===== src/sv/ffa_pkg.sv =====
// ----------------------------------------------------------------------------
// ffa_pkg
// Shared types and command codes of the first-fit allocator.
// ----------------------------------------------------------------------------
package ffa_pkg;

    localparam int ID_W   = 32;
    localparam int LEN_W  = 30;
    localparam int OP_W   = 5;

    typedef struct packed {
        logic             free;
        logic [ID_W-1:0]  owner;
        logic [LEN_W-1:0] len;
    } seg_t;

    localparam logic [OP_W-1:0] OP_NONE    = 5'd0;
    localparam logic [OP_W-1:0] OP_INIT    = 5'd1;
    localparam logic [OP_W-1:0] OP_LOAD    = 5'd2;
    localparam logic [OP_W-1:0] OP_F_START = 5'd3;
    localparam logic [OP_W-1:0] OP_REJECT  = 5'd4;
    localparam logic [OP_W-1:0] OP_RING_RD = 5'd5;
    localparam logic [OP_W-1:0] OP_EV_START= 5'd6;
    localparam logic [OP_W-1:0] OP_RD_IDX  = 5'd7;
    localparam logic [OP_W-1:0] OP_NEXT    = 5'd8;
    localparam logic [OP_W-1:0] OP_EV_HIT  = 5'd9;
    localparam logic [OP_W-1:0] OP_RD_RIGHT= 5'd10;
    localparam logic [OP_W-1:0] OP_MERGE_R = 5'd11;
    localparam logic [OP_W-1:0] OP_RD_LEFT = 5'd12;
    localparam logic [OP_W-1:0] OP_MERGE_L = 5'd13;
    localparam logic [OP_W-1:0] OP_WR_SEG  = 5'd14;
    localparam logic [OP_W-1:0] OP_EV_END  = 5'd15;
    localparam logic [OP_W-1:0] OP_FIT     = 5'd16;
    localparam logic [OP_W-1:0] OP_SHU_RD  = 5'd17;
    localparam logic [OP_W-1:0] OP_SHU_WR  = 5'd18;
    localparam logic [OP_W-1:0] OP_SPLIT   = 5'd19;
    localparam logic [OP_W-1:0] OP_PLACE   = 5'd20;
    localparam logic [OP_W-1:0] OP_SHD_RD  = 5'd21;
    localparam logic [OP_W-1:0] OP_SHD_WR  = 5'd22;
    localparam logic [OP_W-1:0] OP_SHD_END = 5'd23;

    typedef struct packed {
        logic [OP_W-1:0] op;
    } cmd_t;

    typedef struct packed {
        logic fresh;
        logic bad;
        logic live_full;
        logic none_live;
        logic idx_end;
        logic ev_hit;
        logic has_right;
        logic has_left;
        logic q_free;
        logic fit;
        logic exact;
        logic shu_done;
        logic shd_done;
        logic out_free;
    } status_t;

endpackage


===== src/sv/ffa_ctrl.sv =====
// ----------------------------------------------------------------------------
// ffa_ctrl
// Sequencer for search, eviction, merge and table shifts.
// ----------------------------------------------------------------------------
module ffa_ctrl
    import ffa_pkg::*;
(
    input  logic    clk,
    input  logic    rst_n,
    input  logic    in_valid,
    output logic    in_ready,
    input  status_t st,
    output cmd_t    cmd
);

    localparam logic [4:0] S_IDLE    = 5'd0;
    localparam logic [4:0] S_CHECK   = 5'd1;
    localparam logic [4:0] S_REJECT  = 5'd2;
    localparam logic [4:0] S_EV_RING = 5'd3;
    localparam logic [4:0] S_EV_ADDR = 5'd4;
    localparam logic [4:0] S_EV_RD   = 5'd5;
    localparam logic [4:0] S_EV_CHK  = 5'd6;
    localparam logic [4:0] S_EV_R1   = 5'd7;
    localparam logic [4:0] S_EV_R2   = 5'd8;
    localparam logic [4:0] S_EV_L1   = 5'd9;
    localparam logic [4:0] S_EV_L2   = 5'd10;
    localparam logic [4:0] S_EV_END  = 5'd11;
    localparam logic [4:0] S_F_RD    = 5'd12;
    localparam logic [4:0] S_F_CHK   = 5'd13;
    localparam logic [4:0] S_SHU_RD  = 5'd14;
    localparam logic [4:0] S_SHU_WR  = 5'd15;
    localparam logic [4:0] S_SPLIT   = 5'd16;
    localparam logic [4:0] S_PLACE   = 5'd17;
    localparam logic [4:0] S_SHD_RD  = 5'd18;
    localparam logic [4:0] S_SHD_WR  = 5'd19;

    logic [4:0] state_reg;
    logic [4:0] state_next;
    logic [4:0] ret_reg;
    logic [4:0] ret_next;

    assign in_ready = (state_reg == S_IDLE) && !st.fresh;

    always_comb
    begin
        state_next = state_reg;
        ret_next   = ret_reg;
        cmd.op     = OP_NONE;
        case (state_reg)
            S_IDLE:
            begin
                if (st.fresh)
                begin
                    cmd.op = OP_INIT;
                end
                else if (in_valid)
                begin
                    cmd.op     = OP_LOAD;
                    state_next = S_CHECK;
                end
            end
            S_CHECK:
            begin
                if (st.bad)
                begin
                    state_next = S_REJECT;
                end
                else if (st.live_full)
                begin
                    state_next = S_EV_RING;
                end
                else
                begin
                    cmd.op     = OP_F_START;
                    state_next = S_F_RD;
                end
            end
            S_REJECT:
            begin
                if (st.out_free)
                begin
                    cmd.op     = OP_REJECT;
                    state_next = S_IDLE;
                end
            end
            S_EV_RING:
            begin
                cmd.op     = OP_RING_RD;
                state_next = S_EV_ADDR;
            end
            S_EV_ADDR:
            begin
                cmd.op     = OP_EV_START;
                state_next = S_EV_RD;
            end
            S_EV_RD:
            begin
                if (st.idx_end)
                begin
                    state_next = S_EV_END;
                end
                else
                begin
                    cmd.op     = OP_RD_IDX;
                    state_next = S_EV_CHK;
                end
            end
            S_EV_CHK:
            begin
                if (st.ev_hit)
                begin
                    cmd.op     = OP_EV_HIT;
                    state_next = S_EV_R1;
                end
                else
                begin
                    cmd.op     = OP_NEXT;
                    state_next = S_EV_RD;
                end
            end
            S_EV_R1:
            begin
                if (st.has_right)
                begin
                    cmd.op     = OP_RD_RIGHT;
                    state_next = S_EV_R2;
                end
                else
                begin
                    state_next = S_EV_L1;
                end
            end
            S_EV_R2:
            begin
                if (st.q_free)
                begin
                    cmd.op     = OP_MERGE_R;
                    ret_next   = S_EV_L1;
                    state_next = S_SHD_RD;
                end
                else
                begin
                    state_next = S_EV_L1;
                end
            end
            S_EV_L1:
            begin
                if (st.has_left)
                begin
                    cmd.op     = OP_RD_LEFT;
                    state_next = S_EV_L2;
                end
                else
                begin
                    cmd.op     = OP_WR_SEG;
                    state_next = S_EV_END;
                end
            end
            S_EV_L2:
            begin
                if (st.q_free)
                begin
                    cmd.op     = OP_MERGE_L;
                    ret_next   = S_EV_END;
                    state_next = S_SHD_RD;
                end
                else
                begin
                    cmd.op     = OP_WR_SEG;
                    state_next = S_EV_END;
                end
            end
            S_EV_END:
            begin
                cmd.op     = OP_EV_END;
                state_next = S_F_RD;
            end
            S_F_RD:
            begin
                if (st.idx_end)
                begin
                    state_next = st.none_live ? S_REJECT : S_EV_RING;
                end
                else
                begin
                    cmd.op     = OP_RD_IDX;
                    state_next = S_F_CHK;
                end
            end
            S_F_CHK:
            begin
                if (st.fit)
                begin
                    cmd.op     = OP_FIT;
                    state_next = st.exact ? S_PLACE : S_SHU_RD;
                end
                else
                begin
                    cmd.op     = OP_NEXT;
                    state_next = S_F_RD;
                end
            end
            S_SHU_RD:
            begin
                if (st.shu_done)
                begin
                    state_next = S_SPLIT;
                end
                else
                begin
                    cmd.op     = OP_SHU_RD;
                    state_next = S_SHU_WR;
                end
            end
            S_SHU_WR:
            begin
                cmd.op     = OP_SHU_WR;
                state_next = S_SHU_RD;
            end
            S_SPLIT:
            begin
                cmd.op     = OP_SPLIT;
                state_next = S_PLACE;
            end
            S_PLACE:
            begin
                if (st.out_free)
                begin
                    cmd.op     = OP_PLACE;
                    state_next = S_IDLE;
                end
            end
            S_SHD_RD:
            begin
                if (st.shd_done)
                begin
                    cmd.op     = OP_SHD_END;
                    state_next = ret_reg;
                end
                else
                begin
                    cmd.op     = OP_SHD_RD;
                    state_next = S_SHD_WR;
                end
            end
            S_SHD_WR:
            begin
                cmd.op     = OP_SHD_WR;
                state_next = S_SHD_RD;
            end
            default:
            begin
                state_next = S_IDLE;
            end
        endcase
    end

    always_ff @(posedge clk or negedge rst_n)
    begin
        if (!rst_n)
        begin
            state_reg <= S_IDLE;
            ret_reg   <= S_IDLE;
        end
        else
        begin
            state_reg <= state_next;
            ret_reg   <= ret_next;
        end
    end

endmodule


===== config.mk =====
export PLATFORM = sky130hd
export DESIGN_NAME = ffa_ctrl
export DESIGN_NICKNAME = d
export VERILOG_FILES = /design/src/sv/ffa_pkg.sv /design/src/sv/ffa_ctrl.sv
export SDC_FILE = /design/constraint.sdc
export NUM_CORES = 1
export LEC_CHECK = 0
export ABC_CLOCK_PERIOD_IN_PS = 5270
export BUFFER_PORTS_ARGS = -buffer_cell sky130_fd_sc_hd__buf_2
export CORE_MARGIN = 1
export CORE_UTILIZATION = 40
export DETAILED_ROUTE_END_ITERATION = 16
export GPL_TIMING_DRIVEN = 1
export PLACE_DENSITY = 0.6
export SLEW_MARGIN = 5
export SYNTH_ARGS = -nofsm -noshare
export SYNTH_HDL_FRONTEND = slang
export SYNTH_SLANG_ARGS = --single-unit
export TNS_END_PERCENT = 50

===== constraint.sdc =====
create_clock -name clk -period 5.27 [get_ports clk]
set_input_delay 0.527 -clock clk [delete_from_list [all_inputs] [get_ports clk]]
set_output_delay 0.527 -clock clk [all_outputs]
set_load 0.02 [all_outputs]

# Yosys cells after proc, flatten, opt, wreduce, memory -nomap -nowiden

Cells that the tools add are included.
Widths: inputs -> output; s select.

Logic and storage cells: 71
Input bits: 17
Bits in registers: 10
Output and inout port bits: 6

Reduce and logical (&&, ||, !) cells: 8
Mux-type cells: 37
Eq/ne operators: 24

Operators by type and width:

| cell               | count |
|---|---|
| $pmux 5 s19        | 2 |
| $mux 5             | 14 |
| $eq 5x4->1 const B | 8 |
| $mux 4             | 6 |
| $eq 5x3->1 const B | 4 |
| $eq 5x5->1 const B | 4 |
| $mux 2             | 8 |
| $eq 5x2->1 const B | 2 |
| $pmux 5 s2         | 1 |
| $ne 2x2->1 const B | 4 |
| $mux 3             | 2 |
| $reduce_and 3->1   | 2 |
| $eq 5x1->1 const B | 1 |
| $logic_not 5->1    | 1 |
| $mux 1             | 4 |
| $reduce_or 2->1    | 2 |
| $ne 2x1->1 const B | 1 |
| $reduce_bool 2->1  | 1 |
| $logic_and 1x1->1  | 1 |
| $logic_not 1->1    | 1 |

# Depth between registers and ports, before layout

Gate-level depths: netlist (run 1).

Word-level depth: 4
Depth in mapped cells: 6

# Worst setup path after synthesis (run 1)

Ideal clock, no wire load.

Path type: reg2out
Start: register state_reg[3]
End: output cmd[0] (netlist bit)
Required time: 4743 ps
Path slack: 2856 ps
Arrival time: 1887 ps
Buffers on the path: 2
Cell stages (with the launch flop): 7
Cells stage by stage: dfrtp_1 buf_6 or4_1 buf_2 or4_4 and2_4 o211ai_1

RTL lines:

| item                   | line            | source |
|---|---|---|
| from (decl)            | ffa_ctrl.sv:37  | `logic [4:0] state_reg;` |
| from (signal assigned) | ffa_ctrl.sv:267 | `state_reg <= state_next;` |
| to (decl)              | ffa_ctrl.sv:13  | `output cmd_t cmd` |

==> impl_metrics.py, run 1 <==
metrics = {
    "finish": {
        "nFillCells": 254,
        "drive_above_1_share_pct": 18.8,
        "syn_to_final_growth_pct": 10.0,
        "postLayoutCellArea_um2": 1180,
        "largest_reg_flops": 5,
        "nets": 178,
        "n_antenna_cell": 0,
    },
    "critical_path": {
        "worstReg2RegEnd": "state_reg[2]",
        "critPathMaxFanout": 30,
        "cp.depth": 5,
        "cp.required_ns": 4.74,
        "arrival_ns": 2.69,
        "r2r_slack_ns": 2.90,
        "cp-end-kind": "output pin",
        "crit_start": "state_reg[0]",
        "crit_path_end": "cmd[0]",
        "crit_buf_inv": 2,
        "crit_family": "flip-flops",
        "worstPathCellList": "clkinv_1 > or4_4 > and2_4 > o211ai_1 > buf_2",
        "slowest_stage": "dfrtp_1",
        "timing.rr.start": "state_reg[0]",
        "start_kind": "register",
        "cpPeakStageDelay_ns": 0.89,
        "reg2reg_depth": 4,
        "critical_path_class": "reg -> out",
    },
    "sta": {
        "fmax_mhz": 311,
        "hold_viol_final": 0,
        "fin_crit_ns": 3.22,
        "finalSetupTns_ns": 0,
        "period_share_pct": 61.1,
        "setup_viol": 0,
        "rsz0062_at_grt": "false",
        "clock_skew_ns": 0.00348,
        "tightest_slew_ns": 0.904,
        "worst_slack_ns": 2.05,
        "maxSlewHeadroom_pct": 39.7,
        "maxSlewViolCount": 0,
    },
    "synthesis": {
        "ys_warn_count": 0,
        "yosysSeqAreaShare_pct": 16.3,
        "synth_cells": 149,
        "yosysUniqueCellTypes": 56,
        "yosysMostFrequentCell": "nor2_1",
        "netlist_area_um2": 1070,
        "synthFlopType": "dfrtp_1",
        "synthTopCellsByArea": "dfrtp_1, nand2b_1, nor2_1",
        "syn_nets": 166,
        "synth_commonest_cells": "nor2_1, clkbuf_1, nand2b_1",
        "synth_edf_count": 0,
        "syn_avg_cell_area_um2": 7.20,
        "async_flop_share_pct": 100,
        "yosysTopAreaCell": "dfrtp_1",
        "ys_ff_latch": 7,
        "synth_top_area_share_pct": 16.3,
    },
    "placed_design": {
        "place.detailed.hpwl_um": 2170,
        "dpl_cell_area_um2": 1150,
        "pre_cts_ws_ns": 2.35,
        "port_buffers": 22,
        "place_congestion": 0.906,
    },
    "power_and_ir_drop": {
        "power_density_nw_per_um2": 561,
        "totalPowerFinal_uw": 663,
        "vdd_ir_drop_max_uv": 410,
        "leakage_uw": 0.000451,
    },
    "clock_tree": {
        "cts.sinks": 7,
        "cts_resized": 0,
        "clockRootBuffer": "clkbuf_4",
        "path_clk_slew_ns": 0.05,
        "cts_tree": "built",
        "ctsHoldBuffers": 0,
        "cts_buffers": 3,
        "htree_num_levels": 1,
        "cts.path.max_buffers": 2,
        "postCtsSetupBuffers": 0,
        "clk_latency_ns": 0.25,
    },
    "global_routing": {
        "grt_overflow": 0,
        "grt_max_degree": 32,
        "antenna_found_initial": 0,
        "grt_pass1_vias": 1077,
        "groute.usage.overall_pct": 23.5,
        "grt_pass1_wl_um": 4950,
    },
    "hold_path": {
        "hp-class": "in -> async",
    },
    "route": {
        "drc": 0,
        "vias": 1239,
        "via_per_inst": 6.52,
        "first_iter_violations": 58,
        "ant_nets": 0,
        "totalWireLength_um": 3020,
        "firstDrtPassIters": 4,
        "routedWlPerCell_um": 15.9,
    },
    "floorplanning": {
        "design.die.area_um2": 2890,
        "ioPinCount": 23,
        "coreArea_um2": 2500,
        "start_util_pct": 42.9,
        "die_y_um": 53.8,
        "fp.dieW_um": 53.8,
        "row_count": 18,
    },
    "flow_run": {
        "drv_cap": 0,
    },
    "run_status": {
        "outcome": "finished, final reports clean",
    },
}
[worst register-to-register path, cell delays in order, from the launching register on]
cell      delay (ns)
dfrtp_1         0.89
clkinv_1        0.48
or4_4           0.63
a21boi_1        0.16
o211ai_1        0.12
[worst min path at each step]
| stage | to | slack, ns | depth (start not counted) |
|---|---|---|---|
| after floorplan | ret_reg[0] | 0.23 | 0 |
| after global placement | ret_reg[1] | 0.36 | 1 |
| after detailed placement | ret_reg[1] | 0.36 | 1 |
| after CTS | state_reg[1] | 0.09 | 1 |
| after global routing | ret_reg[1] | 0.09 | 1 |
| final | state_reg[1] | 0.09 | 1 |
[where the power goes]
group          internal [µW]  switching (µW)  total (µW)
Clock                   28.8            18.5        47.3
Combinational            194             227         421
Sequential              75.5             119         194
Total                    299             364         663
[cells by family after synthesis]
logic type	synth area share (%)
compound gates	33.0
xor+xnor	1.63
buf+inv	8.27
flops	16.3
mux	1.98
simple gates	38.8
[per-stage QoR]
stage / hold WS (ns) / utilization [%] / cells
3_5_place_dp: 0.364 / 46.2 / 186
6_report: 0.0947 / 47.2 / 190
5_1_grt: 0.0888 / 47.2 / 190
3_3_place_gp: 0.364 / 46.2 / 186
4_1_cts: 0.0934 / 47.2 / 190
2_1_floorplan: 0.231 / - / 149
[layout by cell type (no fill, tap or decap), types with 2 or more instances in the layout]
cell type / count
or3_1: 2
nor3b_1: 2
o21ai_0: 5
a221oi_1: 2
a32oi_1: 2
a21o_1: 2
nor2_1: 12
o22ai_1: 2
nor3_1: 5
a2111oi_0: 4
nand4_1: 2
nor4b_1: 3
dfrtp_1: 7
a211o_1: 2
buf_2: 22
nand3_1: 2
a31oi_1: 2
nand2b_1: 11
a21oi_1: 8
o211ai_1: 4
nand2_1: 8
nand4b_1: 2
a211oi_1: 2
nor4_1: 3
nor2b_1: 7
inv_1: 5
clkbuf_4: 3
or3b_1: 2
[area by class of cell]
cell class	count	area (µm²)	share of cell area [%]
inverters	6	22.5	1.91
well taps	30	37.5	3.18
multi-input cells	121	810	68.5
clock buffers	4	26.3	2.22
flip-flops and latches	7	175	14.8
repair buffers	22	110	9.32
[metal layers]
metal,wire length [µm],global-route usage [%]
met1,1310,33.8
met2,1370,35.6
met3,323,4.80
met4,16,5.26
met5,0,0
Power figures use the tool's default switching activity.
==> inputs of run 2 (changes only) <==
--- a/config.mk
+++ b/config.mk
@@ -5,13 +5,13 @@
 export SDC_FILE = /design/constraint.sdc
 export NUM_CORES = 1
 export LEC_CHECK = 0
-export ABC_CLOCK_PERIOD_IN_PS = 5270
+export ABC_CLOCK_PERIOD_IN_PS = 2650
 export BUFFER_PORTS_ARGS = -buffer_cell sky130_fd_sc_hd__buf_2
 export CORE_MARGIN = 1
 export CORE_UTILIZATION = 40
 export DETAILED_ROUTE_END_ITERATION = 16
 export GPL_TIMING_DRIVEN = 1
-export PLACE_DENSITY = 0.6
+export PLACE_DENSITY = 0.62
 export SLEW_MARGIN = 5
 export SYNTH_ARGS = -nofsm -noshare
 export SYNTH_HDL_FRONTEND = slang
==> constraint.sdc (replaced) <==
create_clock -name clk -period 2.65 [get_ports clk]
set_input_delay 0.265 -clock clk [delete_from_list [all_inputs] [get_ports clk]]
set_output_delay 0.265 -clock clk [all_outputs]
set_load 0.02 [all_outputs]
==> run 2 against run 1 <==
  * Setup slack got worse by 1.8 ns
  * Critical endpoint unchanged
  * First-iteration DRC count rose by 24%
  * Clock power rose by 100%
  * Clock skew rose by 0.0011 ns
  * Combinational power rose to 2.6 times the previous value
  * Cell count rose by 3.7%
==> impl_metrics.py, run 2 (synthesis gave the netlist of run 1 again) <==
metrics = {
    "global_routing": {
        "grt_pass1_wl_um": 5020,
        "groute.usage.overall_pct": 24.1,
        "antenna_found_initial": 0,
        "grt_overflow": 0,
        "grt_max_degree": 31,
        "grt_pass1_vias": 1057,
    },
    "sta": {
        "hold_viol_final": 0,
        "fin_crit_ns": 2.43,
        "period_share_pct": 91.6,
        "setup_viol": 0,
        "finalSetupTns_ns": 0,
        "tightest_slew_ns": 0.396,
        "maxSlewHeadroom_pct": 72.9,
        "maxSlewViolCount": 0,
        "worst_slack_ns": 0.223,
        "whs_ns": 0.347,
        "fmax_mhz": 412,
        "rsz0062_at_grt": "false",
        "clock_skew_ns": 0.00461,
    },
    "clock_tree": {
        "postCtsSetupBuffers": 0,
        "path_clk_slew_ns": 0.05,
        "cts_resized": 0,
        "htree_num_levels": 1,
        "cts_tree": "built",
        "cts_buffers": 3,
        "cts.sinks": 7,
        "clk_latency_ns": 0.25,
        "cts.path.max_buffers": 2,
        "clockRootBuffer": "clkbuf_4",
    },
    "route": {
        "firstDrtPassIters": 5,
        "first_iter_violations": 72,
        "totalWireLength_um": 3200,
        "routedWlPerCell_um": 16.2,
        "via_per_inst": 6.37,
        "drc": 0,
        "vias": 1255,
        "ant_nets": 0,
    },
    "critical_path": {
        "cp.required_ns": 2.38,
        "cp-end-kind": "output pin",
        "arrival_ns": 2.16,
        "worstPathCellList": "or4_1 > or4_4 > and2_4 > o211ai_1 > buf_2",
        "critPathMaxFanout": 6,
        "crit_family": "simple AND/OR/NAND/NOR gates",
        "critical_path_class": "reg -> out",
        "start_kind": "register",
        "slowest_stage": "or4_1",
        "crit_buf_inv": 1,
        "cpPeakStageDelay_ns": 0.63,
    },
    "floorplanning": {
        "coreArea_um2": 2500,
        "row_count": 18,
        "ioPinCount": 23,
        "start_util_pct": 42.9,
        "fp.dieW_um": 53.8,
        "die_y_um": 53.8,
        "design.die.area_um2": 2890,
    },
    "hold_path": {
        "hp-class": "in -> reg",
    },
    "finish": {
        "n_antenna_cell": 0,
        "final_cell_mix": "buf_2, nor2_1, nand2b_1",
        "nFillCells": 272,
        "largest_reg_flops": 5,
        "nets": 185,
        "syn_to_final_growth_pct": 15.2,
        "drive_above_1_share_pct": 21.6,
        "layout_commonest_cell": "buf_2",
    },
    "placed_design": {
        "place.detailed.hpwl_um": 2310,
        "pre_cts_ws_ns": 0.494,
        "port_buffers": 22,
        "place_congestion": 0.879,
    },
    "power_and_ir_drop": {
        "vdd_ir_drop_max_uv": 589,
        "power_density_nw_per_um2": 1120,
        "leakage_uw": 0.000485,
    },
    "flow_run": {
        "drv_cap": 0,
    },
    "run_status": {
        "outcome": "finished, final reports clean",
    },
}
run 2: final timing paths:
kind / startpoint / to / slack, ns / depth (start not counted)
min: st[1] / state_reg[3] / 0.35 / 3
max: state_reg[4] / cmd[0] / 0.22 / 5
max reg2reg: state_reg[0] / state_reg[1] / 0.74 / 5
min reg2reg: ret_reg[1] / ret_reg[1] / 0.50 / 1
min in group asynchronous: rst_n / ret_reg[1] / 0.37 / 2
max in group asynchronous: rst_n / state_reg[0] / 2.13 / 2
run 2: where the power goes:
part / switching (µW) / internal [µW]
Clock: 37.2 / 57.3
Combinational: 666 / 432
Sequential: 42.0 / 154
run 2: cell type report:
cell class | instances | area, µm² | area share [%]
repair buffers | 29 | 165 | 13.4
clock buffers | 4 | 26.3 | 2.13
multi-input cells | 121 | 810 | 65.5
well taps | 30 | 37.5 | 3.04
inverters | 6 | 22.5 | 1.82
flip-flops and latches | 7 | 175 | 14.2
run 2: repair_timing:
action                     4_1_cts  5_1_grt
hold endpoints to repair         7        0
setup endpoints to repair        0        0
hold buffers                     1        0
run 2: metal layers:
layer / part of all wire (%) / up-vias / GRT usage [%] / routed length [µm]
li1: - / 612 / - / -
met3: 8.6 / 2 / 2.54 / 275
met2: 46 / 52 / 36.2 / 1450
met5: 0 / - / 0 / 0
met4: 0.59 / 0 / 5.70 / 19
met1: 45 / 589 / 36.1 / 1450
run 2: worst reg2reg max path, cell delays in order (launching register included):
cell,delay [ns]
dfrtp_1,0.51
buf_4,0.27
or3_1,0.35
a2111oi_0,0.44
a2111oi_0,0.12
o211ai_1,0.13
run 2: per-stage QoR:
| stage | util, % | instance area [µm²] | cells | power [µW] |
|---|---|---|---|---|
| 2_1_floorplan | - | 1070 | 149 | 1020 |
| 3_3_place_gp | 48.0 | 1200 | 192 | 1280 |
| 3_5_place_dp | 48.0 | 1200 | 192 | 1280 |
| 4_1_cts | 49.4 | 1240 | 197 | 1380 |
| 5_1_grt | 49.4 | 1240 | 197 | 1520 |
| 6_report | 49.4 | 1240 | 197 | 1390 |
==> inputs of run 3 (changes only) <==
--- a/config.mk
+++ b/config.mk
@@ -5,13 +5,14 @@
 export SDC_FILE = /design/constraint.sdc
 export NUM_CORES = 1
 export LEC_CHECK = 0
+export ABC_AREA = 1
 export ABC_CLOCK_PERIOD_IN_PS = 2650
 export BUFFER_PORTS_ARGS = -buffer_cell sky130_fd_sc_hd__buf_2
 export CORE_MARGIN = 1
 export CORE_UTILIZATION = 40
 export DETAILED_ROUTE_END_ITERATION = 16
 export GPL_TIMING_DRIVEN = 1
-export PLACE_DENSITY = 0.62
+export PLACE_DENSITY = 0.63
 export SLEW_MARGIN = 5
 export SYNTH_ARGS = -nofsm -noshare
 export SYNTH_HDL_FRONTEND = slang
==> run 3 against run 2 <==
  * Fmax rose by 16%
  * Via count fell by 4.6%
  * Design area fell by 10%
  * Sequential cell count did not move
  * Synthesized cell count rose by 11%
  * Routed wire length fell by 8.3%
  * Die area fell by 12%
  * Clock power barely moved
  * Clock-buffer cell count did not move
  * Non-clock buffer count fell by 6
  * Clock skew rose by 0.0022 ns
==> impl_metrics.py, run 3 <==
metrics = {
    "sta": {
        "finalSetupTns_ns": 0,
        "maxSlewHeadroom_pct": 70.5,
        "rsz0062_at_grt": "false",
        "setup_viol": 0,
        "clock_skew_ns": 0.00682,
        "fin_crit_ns": 2.09,
        "period_share_pct": 79.0,
        "fmax_mhz": 477,
        "tightest_slew_ns": 0.443,
        "maxSlewViolCount": 0,
        "hold_viol_final": 0,
    },
    "run_status": {
        "outcome": "finished, final reports clean",
    },
    "route": {
        "ant_nets": 0,
        "vias": 1197,
        "drc": 0,
        "via_per_inst": 5.49,
        "routedWlPerCell_um": 13.4,
        "totalWireLength_um": 2930,
        "first_iter_violations": 56,
        "firstDrtPassIters": 4,
    },
    "clock_tree": {
        "htree_num_levels": 1,
        "cts.path.max_buffers": 2,
        "ctsHoldBuffers": 1,
        "path_clk_slew_ns": 0.05,
        "clockRootBuffer": "clkbuf_4",
        "clk_latency_ns": 0.25,
        "cts.sinks": 7,
        "postCtsSetupBuffers": 0,
        "cts_resized": 0,
        "cts_buffers": 3,
        "cts_tree": "built",
    },
    "synthesis": {
        "netlist_area_um2": 943,
        "async_flop_share_pct": 100,
        "ys_ff_latch": 7,
        "yosysUniqueCellTypes": 26,
        "synthFlopType": "dfrtp_1",
        "yosysSeqAreaShare_pct": 18.6,
        "yosysTopAreaCell": "dfrtp_1",
        "ys_warn_count": 0,
        "synth_cells": 165,
        "syn_nets": 182,
        "synth_top_area_share_pct": 18.6,
        "synthTopCellsByArea": "dfrtp_1, nand2_1, nor2_1",
        "syn_avg_cell_area_um2": 5.72,
        "yosysMostFrequentCell": "nand2_1",
        "synth_edf_count": 0,
        "synth_commonest_cells": "nand2_1, nor2_1, nand3_1",
    },
    "critical_path": {
        "critPathMaxFanout": 9,
        "start_kind": "register",
        "worstPathCellList": "nor2_4 > nand2_2 > nor2_1 > nand2_1 > nand2_1 > nor3_1 > nand2_1 > buf_2",
        "arrival_ns": 1.83,
        "crit_buf_inv": 1,
        "cp-end-kind": "output pin",
        "crit_family": "simple AND/OR/NAND/NOR gates",
        "critical_path_class": "reg -> out",
        "cpPeakStageDelay_ns": 0.61,
        "cp.required_ns": 2.38,
        "crit_top_cell": "nand2_1",
        "slowest_stage": "dfrtp_1",
    },
    "power_and_ir_drop": {
        "vdd_ir_drop_max_uv": 785,
        "power_density_nw_per_um2": 957,
        "leakage_uw": 0.000627,
    },
    "finish": {
        "n_antenna_cell": 0,
        "drive_above_1_share_pct": 23.2,
        "syn_to_final_growth_pct": 17.9,
        "nets": 208,
        "final_cell_mix": "nand2_1, nor2_1, buf_2",
        "stdcell_count": 218,
        "layout_commonest_cell": "nand2_1",
        "largest_reg_flops": 5,
    },
    "flow_run": {
        "drv_cap": 0,
    },
    "floorplanning": {
        "coreArea_um2": 2210,
        "die_y_um": 50.6,
        "fp.dieW_um": 50.6,
        "ioPinCount": 23,
        "row_count": 17,
        "design.die.area_um2": 2560,
        "start_util_pct": 42.6,
    },
    "placed_design": {
        "placed_cells": 213,
        "place.detailed.hpwl_um": 2430,
        "place_congestion": 0.943,
        "port_buffers": 22,
    },
    "global_routing": {
        "grt_max_degree": 11,
        "grt_pass1_wl_um": 5000,
        "grt_overflow": 0,
        "groute.usage.overall_pct": 25.6,
        "antenna_found_initial": 0,
        "grt_pass1_vias": 1134,
    },
    "hold_path": {
        "hp-class": "in -> reg",
    },
}
==> run 3: worst register-to-register path, cell delays in order (launching register included) <==
cell	delay [ns]
dfrtp_1	0.61
inv_1	0.12
nand2_1	0.08
nor2_1	0.06
nand3_1	0.15
o21ai_0	0.11
nor2_1	0.16
nand4_1	0.17
==> run 3: final cells by class <==
class | count | area, µm²
fill | 259 | 1100
multi-input combinational | 132 | 663
sequential | 7 | 175
timing repair buffer | 23 | 120
inverter | 24 | 92.6
tap | 28 | 35.0
clock buffer | 4 | 26.3
==> run 3: through the flow <==
step           util [%]  hold slack (ns)  instance area (µm²)  setup slack (ns)  total power [µW]
3_3_place_gp       48.6           0.0964                 1080             0.798               969
6_report           50.3            0.342                 1110             0.555              1060
2_1_floorplan         -          -0.0306                  943              1.14               761
3_5_place_dp       48.6            0.102                 1080             0.826               959
4_1_cts            50.3            0.333                 1110             0.545              1060
5_1_grt            50.3            0.346                 1110             0.400              1160
==> run 3: path summary, 6_finish.rpt <==
kind                               from           end  slack, ns  cells after the start
hold / removal                    st[5]    ret_reg[0]       0.34                      3
hold reg to reg              ret_reg[0]    ret_reg[0]       0.47                      2
min in group asynchronous         rst_n  state_reg[2]       0.36                      2
setup / recovery           state_reg[0]        cmd[1]       0.56                      8
setup reg to reg           state_reg[0]  state_reg[2]       1.04                      7
max in group asynchronous         rst_n    ret_reg[1]       2.13                      2
==> run 3: cells by family (layout without fill, tap and decap cells) <==
logic type      Yosys count  after routing  share of synthesized area (%)
flops                     7              7                           18.6
simple gates            116            116                           59.8
compound gates           16             16                           10.5
buf+inv                  26             51                           11.1
==> run 3: per-layer routing <==
metal / GRT usage, % / vias up / part of all wire [%]
met2: 43.1 / 75 / 46
met1: 32.6 / 513 / 43
met4: 8.33 / 0 / 2.5
met5: 0 / - / 0
li1: - / 600 / -
met3: 4.55 / 9 / 9.0
==> run 3: power by group <==
part | internal [µW] | total (µW) | switching (µW)
sequential | 147 | 233 | 86.1
combinational | 240 | 738 | 497
clock | 57.3 | 94.4 | 37.1
total | 444 | 1060 | 621
